[config.mk]
export PLATFORM = sky130hd
export DESIGN_NAME = double_ended_queue_core_flat
export DESIGN_NICKNAME = d
export VERILOG_FILES = /design/src/sv/deq_pkg.sv /design/src/sv/deq_if.sv /design/src/sv/double_ended_queue_core.sv /design/src/sv/deq_store.sv /design/src/flat_wrapper.sv
export SDC_FILE = /design/constraint.sdc
export NUM_CORES = 1
export LEC_CHECK = 0
export BUFFER_PORTS_ARGS = -buffer_cell sky130_fd_sc_hd__buf_4
export CORE_MARGIN = 4
export CORE_UTILIZATION = 40
export CTS_BUF_LIST = sky130_fd_sc_hd__clkbuf_4 sky130_fd_sc_hd__clkbuf_8
export DETAILED_ROUTE_END_ITERATION = 7
export GPL_TIMING_DRIVEN = 1
export SLEW_MARGIN = 40
export SYNTH_ARGS = -nofsm -noshare
export SYNTH_HDL_FRONTEND = slang
export SYNTH_SLANG_ARGS = --single-unit
export TNS_END_PERCENT = 1
[constraint.sdc]
create_clock -name i_clk -period 13.76 [get_ports i_clk]
set_clock_uncertainty 0.05 [all_clocks]
set_input_delay 0.688 -clock i_clk [delete_from_list [all_inputs] [get_ports i_clk]]
set_output_delay 0.688 -clock i_clk [all_outputs]
set_load 0.1 [all_outputs]
[src/sv/deq_pkg.sv]
// Package for the double-ended queue: defaults, command and status codes,
// and the stage record used inside the core. No dependencies.
`timescale 1ns / 1ps

package deq_pkg;

    localparam int DEPTH_DEF       = 16;
    localparam int VALUE_WIDTH_DEF = 32;
    localparam int VALUE_PORT_W    = 32;
    localparam int CMD_W           = 3;
    localparam int STATUS_W        = 2;

    typedef logic [CMD_W-1:0]    t_cmd;
    typedef logic [STATUS_W-1:0] t_status;

    localparam t_cmd CMD_PUSH_LEFT  = 3'd0;
    localparam t_cmd CMD_PUSH_RIGHT = 3'd1;
    localparam t_cmd CMD_POP_LEFT   = 3'd2;
    localparam t_cmd CMD_POP_RIGHT  = 3'd3;
    localparam t_cmd CMD_STATUS     = 3'd4;

    localparam t_status ST_DONE  = 2'd0;
    localparam t_status ST_EMPTY = 2'd1;
    localparam t_status ST_FULL  = 2'd2;

    // Result bookkeeping carried alongside the memory read.
    typedef struct packed {
        logic    pop_ok;
        t_status status;
        logic    empty;
    } t_stage;

endpackage

[src/sv/deq_if.sv]
// Channel interfaces of the double-ended queue: command in, result out.
// Depends on deq_pkg for field widths.
`timescale 1ns / 1ps

interface deq_cmd_if;
    logic                               valid;
    logic                               ready;
    logic [deq_pkg::CMD_W-1:0]          command;
    logic [deq_pkg::VALUE_PORT_W-1:0]   push_value;

    modport source (output valid, output command, output push_value, input ready);
    modport sink   (input valid, input command, input push_value, output ready);
endinterface

interface deq_res_if;
    logic                               valid;
    logic                               ready;
    logic [deq_pkg::VALUE_PORT_W-1:0]   pop_value;
    logic [deq_pkg::STATUS_W-1:0]       status;
    logic                               is_empty;

    modport source (output valid, output pop_value, output status, output is_empty,
                    input ready);
    modport sink   (input valid, input pop_value, input status, input is_empty,
                    output ready);
endinterface

[src/sv/double_ended_queue_core.sv]
// Double-ended queue core: pointer logic around the element store.
// Depends on deq_pkg, deq_if (channels) and deq_store.
//
// Usage:
//   i_cmd carries one command per transfer: push left, push right, pop left,
//   pop right or status query (codes 5..7 act as a query). push_value is
//   used by pushes only.
//   o_res returns exactly one result per command, in order: pop_value
//   (zero unless a pop succeeded), status (done, pop on empty, push on
//   full dropped) and is_empty after the command.
//   The stage record and the store read data are registered when the command
//   transfers; the output register then takes them once it is free.
//   Throughput: one command per cycle unless o_res stalls, set by the single
//   write and read port of the store; a pop reads what the previous cycle wrote.
//   Reset (synchronous, active low) empties the deque and drops any result
//   in flight; store contents are left as they are and never read unwritten.
//   When the receiver stalls, the output register holds its result and one
//   more command may enter; after that i_cmd.ready stays low.
`timescale 1ns / 1ps

module double_ended_queue_core #(
    parameter int DEPTH       = deq_pkg::DEPTH_DEF,
    parameter int VALUE_WIDTH = deq_pkg::VALUE_WIDTH_DEF
) (
    input  logic       i_clk,
    input  logic       i_rst_n,
    deq_cmd_if.sink    i_cmd,
    deq_res_if.source  o_res
);

    localparam int PORT_W  = deq_pkg::VALUE_PORT_W;
    localparam int STORE_W = (VALUE_WIDTH < PORT_W) ? VALUE_WIDTH : PORT_W;
    localparam int IDX_W   = $clog2(DEPTH);
    localparam int CNT_W   = $clog2(DEPTH + 1);
    localparam int SUM_W   = CNT_W + 1;

    logic [IDX_W-1:0]   r_left,  n_left;
    logic [CNT_W-1:0]   r_count, n_count;

    logic               r_s1_valid;
    deq_pkg::t_stage    r_s1, n_s1;

    logic               r_out_valid;
    logic [PORT_W-1:0]  r_out_value;
    deq_pkg::t_status   r_out_status;
    logic               r_out_empty;

    logic               cmd_acc, out_free, s1_move;
    logic               is_full, is_empt;
    logic [IDX_W-1:0]   left_dec, left_inc, pos_push, pos_pop;
    logic [SUM_W-1:0]   sum_push, sum_pop;
    logic               wr_en, rd_en;
    logic [IDX_W-1:0]   wr_addr, rd_addr;
    logic [STORE_W-1:0] rd_data;

    assign out_free    = !r_out_valid || o_res.ready;
    assign s1_move     = r_s1_valid && out_free;
    assign i_cmd.ready = !r_s1_valid || out_free;
    assign cmd_acc     = i_cmd.valid && i_cmd.ready;

    assign is_full = (r_count == CNT_W'(DEPTH));
    assign is_empt = (r_count == '0);

    assign left_dec = (r_left == '0) ? IDX_W'(DEPTH - 1) : r_left - 1'b1;
    assign left_inc = (r_left == IDX_W'(DEPTH - 1)) ? '0 : r_left + 1'b1;

    // Right end positions: left + count (next free), left + count - 1 (last held).
    assign sum_push = SUM_W'(r_left) + SUM_W'(r_count);
    assign sum_pop  = sum_push - 1'b1;
    assign pos_push = (sum_push >= SUM_W'(DEPTH)) ? IDX_W'(sum_push - SUM_W'(DEPTH))
                                                   : sum_push[IDX_W-1:0];
    assign pos_pop  = (sum_pop >= SUM_W'(DEPTH))  ? IDX_W'(sum_pop - SUM_W'(DEPTH))
                                                   : sum_pop[IDX_W-1:0];

    always_comb begin
        n_left        = r_left;
        n_count       = r_count;
        wr_en         = 1'b0;
        wr_addr       = pos_push;
        rd_en         = 1'b0;
        rd_addr       = r_left;
        n_s1.pop_ok   = 1'b0;
        n_s1.status   = deq_pkg::ST_DONE;
        case (i_cmd.command)
            deq_pkg::CMD_PUSH_LEFT, deq_pkg::CMD_PUSH_RIGHT: begin
                if (is_full) begin
                    n_s1.status = deq_pkg::ST_FULL;
                end else begin
                    wr_en   = cmd_acc;
                    n_count = r_count + 1'b1;
                    if (i_cmd.command == deq_pkg::CMD_PUSH_LEFT) begin
                        n_left  = left_dec;
                        wr_addr = left_dec;
                    end
                end
            end
            deq_pkg::CMD_POP_LEFT, deq_pkg::CMD_POP_RIGHT: begin
                if (is_empt) begin
                    n_s1.status = deq_pkg::ST_EMPTY;
                end else begin
                    rd_en       = cmd_acc;
                    n_s1.pop_ok = 1'b1;
                    n_count     = r_count - 1'b1;
                    if (i_cmd.command == deq_pkg::CMD_POP_LEFT) begin
                        n_left = left_inc;
                    end else begin
                        rd_addr = pos_pop;
                    end
                end
            end
            default: begin
            end
        endcase
        n_s1.empty = (n_count == '0);
    end

    deq_store #(
        .DEPTH  (DEPTH),
        .DATA_W (STORE_W)
    ) u_store (
        .i_clk     (i_clk),
        .i_wr_en   (wr_en),
        .i_wr_addr (wr_addr),
        .i_wr_data (i_cmd.push_value[STORE_W-1:0]),
        .i_rd_en   (rd_en),
        .i_rd_addr (rd_addr),
        .o_rd_data (rd_data)
    );

    always_ff @(posedge i_clk) begin
        if (!i_rst_n) begin
            r_left      <= '0;
            r_count     <= '0;
            r_s1_valid  <= 1'b0;
            r_out_valid <= 1'b0;
        end else begin
            if (cmd_acc) begin
                r_left  <= n_left;
                r_count <= n_count;
            end
            if (cmd_acc) begin
                r_s1_valid <= 1'b1;
            end else if (s1_move) begin
                r_s1_valid <= 1'b0;
            end
            if (s1_move) begin
                r_out_valid <= 1'b1;
            end else if (o_res.ready) begin
                r_out_valid <= 1'b0;
            end
        end
    end

    always_ff @(posedge i_clk) begin
        if (cmd_acc) begin
            r_s1 <= n_s1;
        end
        if (s1_move) begin
            r_out_value  <= r_s1.pop_ok ? PORT_W'(rd_data) : '0;
            r_out_status <= r_s1.status;
            r_out_empty  <= r_s1.empty;
        end
    end

    assign o_res.valid     = r_out_valid;
    assign o_res.pop_value = r_out_value;
    assign o_res.status    = r_out_status;
    assign o_res.is_empty  = r_out_empty;

endmodule

[src/sv/deq_store.sv]
// Element store: one write port, one read port, registered read data.
// No dependencies.
`timescale 1ns / 1ps

module deq_store #(
    parameter int DEPTH  = 16,
    parameter int DATA_W = 32
) (
    input  logic                     i_clk,
    input  logic                     i_wr_en,
    input  logic [$clog2(DEPTH)-1:0] i_wr_addr,
    input  logic [DATA_W-1:0]        i_wr_data,
    input  logic                     i_rd_en,
    input  logic [$clog2(DEPTH)-1:0] i_rd_addr,
    output logic [DATA_W-1:0]        o_rd_data
);

    logic [DATA_W-1:0] r_mem [DEPTH];
    logic [DATA_W-1:0] r_rd_data;

    always_ff @(posedge i_clk) begin
        if (i_wr_en) begin
            r_mem[i_wr_addr] <= i_wr_data;
        end
    end

    always_ff @(posedge i_clk) begin
        if (i_rd_en) begin
            r_rd_data <= r_mem[i_rd_addr];
        end
    end

    assign o_rd_data = r_rd_data;

endmodule

[src/flat_wrapper.sv]
// flat-port wrapper written by rule: the top's interface ports become plain ports
module double_ended_queue_core_flat 
#(
    parameter int DEPTH       = deq_pkg::DEPTH_DEF,
    parameter int VALUE_WIDTH = deq_pkg::VALUE_WIDTH_DEF
)
  (i_clk, i_rst_n, i_cmd_valid, i_cmd_command, i_cmd_push_value, i_cmd_ready, o_res_valid, o_res_pop_value, o_res_status, o_res_is_empty, o_res_ready);
  deq_cmd_if i_cmd_i ();
  deq_res_if o_res_i ();
  input  logic i_clk;
  input  logic i_rst_n;
  input wire logic [$bits(i_cmd_i.valid)-1:0] i_cmd_valid;
  input wire logic [$bits(i_cmd_i.command)-1:0] i_cmd_command;
  input wire logic [$bits(i_cmd_i.push_value)-1:0] i_cmd_push_value;
  output wire logic [$bits(i_cmd_i.ready)-1:0] i_cmd_ready;
  output wire logic [$bits(o_res_i.valid)-1:0] o_res_valid;
  output wire logic [$bits(o_res_i.pop_value)-1:0] o_res_pop_value;
  output wire logic [$bits(o_res_i.status)-1:0] o_res_status;
  output wire logic [$bits(o_res_i.is_empty)-1:0] o_res_is_empty;
  input wire logic [$bits(o_res_i.ready)-1:0] o_res_ready;
  assign i_cmd_i.valid = i_cmd_valid;
  assign i_cmd_i.command = i_cmd_command;
  assign i_cmd_i.push_value = i_cmd_push_value;
  assign i_cmd_ready = i_cmd_i.ready;
  assign o_res_valid = o_res_i.valid;
  assign o_res_pop_value = o_res_i.pop_value;
  assign o_res_status = o_res_i.status;
  assign o_res_is_empty = o_res_i.is_empty;
  assign o_res_i.ready = o_res_ready;
  double_ended_queue_core #(.DEPTH(DEPTH), .VALUE_WIDTH(VALUE_WIDTH)) u_core (.i_clk(i_clk), .i_rst_n(i_rst_n), .i_cmd(i_cmd_i), .o_res(o_res_i));
endmodule
==> flow_summary_export.csv <==
group,metric,value,unit
status,outcome,"finished, final reports clean",
power,p_leak,9.30,nW
final_layout,multiInputGateArea,5160,um2
placement,dp_hpwl,27.7,mm
sta,max_slew_margin,40.8,%
die,start_util,40.7,%
sta,setup_violations,0,
synth,synth-main-ff-cell,"edfxtp_1",
critical_path,rr_worst_depth,11,
routing,antenna_left,0,
hold_path,hold_path_class,"in2reg",
critical_path,crit_family,"buffers and inverters",
synth,syn_area,23100,um2
final_layout,register_area,17700,um2
die,fp.dieW,249,um
die,num_rows,87,
clock_tree,h-tree-depth,3,
critical_path,r2r_slack,9030,ps
clock_tree,cts_buffers,99,
critical_path,crit_fanout,99,
die,fp.coreArea,56800,um2
critical_path,endpoint_kind,"register",
clock_tree,path_clk_slew,60,ps
power,power_frac_comb,7.2,%
hold_path,min_to,"u_core.r_s1_valid$_SDFFE_PN0P_",
synth,yosysWarnings,0,
synth,synth_area_per_cell,14.7,um2
global_route,grt_antenna_before_repair,2,
flow_run,cap_violations,0,
critical_path,path_cells,"inv_1, ha_1, or4b_4, nand3_1, a21boi_4, buf_4, buf_6, buf_4, a21oi_1, a221oi_1, a22o_1",
routing,drc,0,
sta,period_share,34.4,%
die,die-area,61800,um2
hold_path,holdPathStages,2,
synth,synth_edf_count,583,
sta,max_freq,211,MHz
clock_tree,clock_latency,680,ps
power,ir_worst_vdd,0.0714,mV
clock_tree,cts_resized,0,
sta,fin_tns_setup,0,ps
critical_path,r2r-start,"u_core.r_count[0]$_SDFFE_PN0P_",
routing,via_count,14000,
power,p_per_area,148,nW/um2
global_route,grt_util_all_layers,18.2,%
critical_path,crit_required,14250,ps
synth,async_flop_share,0,%
critical_path,cp.depth,11,
critical_path,cp_slowest_cell,"buf_4",
placement,place_congestion,0.785,
final_layout,fillers,4950,
routing,firstDrtPassIters,5,
routing,viasPerCell,5.53,
synth,syn_inst,1577,
sta,worst_pin_slew,888,ps
critical_path,cp.buffers_inverters,4,
power,p_sw_share,23.0,%
power,p_switching,0.000912,W
placement,port_buffers,75,
global_route,grt_start_max_net_pins,111,
synth,ys_ff_latch,594,
power,clkPwrFrac,41.9,%
synth,seq_area_frac_synth,76.6,%
routing,dr.first_iter.drc_count,1280,
power,p_int,0.00306,W
critical_path,crit_type,"reg2reg",
synth,synth.distinct_cells,60,
critical_path,crit_arrival,5220,ps
clock_tree,cts_hold_buf,0,
global_route,grt-ovfl-total,0,
routing,wl_per_cell,22.9,um
critical_path,critical_path.max_stage_delay,760,ps
final_layout,layout-drive-gt1-share,17.3,%
critical_path,r2r-end,"u_core.u_store.o_rd_data[30]$_DFFE_PP_",
critical_path,crit_top_cell,"buf_4",
sta,rsz0062_at_grt,"false",
final_layout,fin_nets,1735,
clock_tree,clock-sinks,594,
power,p_seq_share,50.9,%
hold_path,worstHoldStart,"i_cmd_valid",
sta,slew_violations,0,
critical_path,start_kind,"register",
final_layout,fin_util,47.3,%
clock_tree,cts_tree,"yes",
sta,hold_violations,0,
clock_tree,root_buffer,"clkbuf_8",
clock_tree,clockBufferDepth,3,
sta,period_needed,4730,ps
die,ioPinCount,76,
global_route,grt_pass1_wl,86.5,mm
routing,wl,57.9,mm
final_layout,area_growth,16.2,%
die,die_y,249,um
global_route,grt_pass1_vias,13900,
synth,syn_nets,1625,
clock_tree,postCtsSetupBuffers,0,
[flip-flops by register name, indices dropped and copies added, names as in the netlist]
signal and flops:
u_core.r_count 5, u_core.u_store.o_rd_data 32, u_core.o_res.is_empty 1, u_core.u_store.r_mem 512, u_core.r_s1 4, u_core.r_left 4, u_core.o_res.valid 1, u_core.o_res.status 2
u_core.r_s1_valid 1, u_core.o_res.pop_value 32
[power groups by stage]
stage | registers, W | clock network, W | logic (W)
final | 0.00202 | 0.00167 | 0.000285
after global routing | 0.00202 | 0.00179 | 0.000310
after CTS | 0.00202 | 0.00170 | 0.000284
after detailed placement | 0.00206 | 0 | 0.000283
after global placement | 0.00206 | 0 | 0.000273
after floorplan | 0.00209 | 0 | 0.000151
[placed cells by master, fill, tap and decap left out, drive strengths merged, types with 3 or more instances in the layout]
cell type,instances
a211oi,4
a21boi,5
a21oi,178
a221oi,40
a22o,11
a22oi,17
a31oi,9
a32o,19
a32oi,58
and2,37
buf,108
bufinv,11
clkbuf,127
clkinv,39
clkinvlp,5
dfxtp,11
edfxtp,583
ha,8
inv,11
mux2,5
mux2i,15
nand2,347
nand3,28
nor2,18
nor2b,7
nor3,14
o21a,4
o21ai,9
or4,3
xnor2,8
xor2,4
[synthesized netlist by cell type (4+ instances only)]
| cell | number | area share [%] |
|---|---|---|
| a211oi_1 | 4 | 0.13 |
| a21boi_0 | 4 | 0.13 |
| a21oi_1 | 178 | 3.8 |
| a221oi_1 | 40 | 1.5 |
| a22o_1 | 11 | 0.42 |
| a22oi_1 | 17 | 0.55 |
| a31oi_1 | 9 | 0.24 |
| a32o_1 | 19 | 0.82 |
| a32oi_1 | 58 | 2.2 |
| and2_1 | 36 | 0.97 |
| buf_1 | 11 | 0.18 |
| buf_2 | 38 | 0.82 |
| clkbuf_1 | 45 | 0.73 |
| dfxtp_1 | 11 | 0.95 |
| edfxtp_1 | 583 | 76 |
| ha_1 | 8 | 0.43 |
| inv_1 | 9 | 0.15 |
| mux2_2 | 5 | 0.24 |
| mux2i_1 | 14 | 0.61 |
| nand2_1 | 347 | 5.6 |
| nand3_1 | 28 | 0.61 |
| nor2_1 | 18 | 0.29 |
| nor2b_1 | 7 | 0.19 |
| nor3_1 | 14 | 0.30 |
| o21a_1 | 4 | 0.13 |
| o21ai_0 | 8 | 0.17 |
| xnor2_1 | 7 | 0.26 |
[worst max path at each step]
stage	from	endpoint	slack, ps
after floorplan	u_core.o_res.valid$_SDFFE_PN0P_	u_core.u_store.r_mem[3][0]$_DFFE_PP_	8520
after global placement	i_cmd_command[2]	u_core.u_store.o_rd_data[25]$_DFFE_PP_	8950
after detailed placement	i_cmd_command[2]	u_core.u_store.o_rd_data[30]$_DFFE_PP_	9060
after CTS	u_core.r_count[0]$_SDFFE_PN0P_	u_core.u_store.o_rd_data[30]$_DFFE_PP_	9070
after global routing	u_core.r_count[0]$_SDFFE_PN0P_	u_core.u_store.o_rd_data[25]$_DFFE_PP_	8730
final	u_core.r_count[0]$_SDFFE_PN0P_	u_core.u_store.o_rd_data[30]$_DFFE_PP_	9030
[metal layers]
| layer | vias up | part of all wire [%] | GRT usage (%) |
|---|---|---|---|
| met3 | 84 | 7.2 | 4.09 |
| li1 | 6276 | - | - |
| met2 | 511 | 47 | 29.1 |
| met5 | - | 0.021 | 0 |
| met4 | 2 | 1.5 | 4.79 |
| met1 | 7103 | 44 | 25.3 |
[per-stage QoR]
step                std cells  worst slack [ps]  cell area [um2]  hold slack (ps)  total power, W
CTS                      2525              9070            26900              149         0.00401
global route             2527              8730            26900              173         0.00413
finish                   2528              9030            26900              194         0.00397
global placement         2338              8950            24600              358         0.00233
floorplan                1577              8520            23100              350         0.00224
detailed placement       2341              9060            24700              359         0.00234
[kinds of logic (layout without fill, tap and decap cells)]
logic type | count (synthesis) | in the layout | share of synthesized area [%]
DFF | 594 | 594 | 76.6
and+or+nand+nor | 467 | 467 | 8.55
adders and majority gates | 9 | 9 | 0.519
AOI/OAI and AO/OA | 367 | 367 | 10.8
buffers and inverters | 108 | 301 | 2.07
xor gates and xnor gates | 12 | 12 | 0.519
muxes | 20 | 20 | 0.946
other | 0 | 2 | 0
[area by class of cell]
cell class / instances / area share, %
clock inverters: 57 / 2.06
flip-flops and latches: 594 / 65.9
multi-input cells: 875 / 19.2
diodes: 2 / 0.0186
inverters: 9 / 0.126
well taps: 756 / 3.52
repair buffers: 108 / 3.28
clock buffers: 127 / 5.89
No activity file was read; power rests on OpenSTA's default activity.
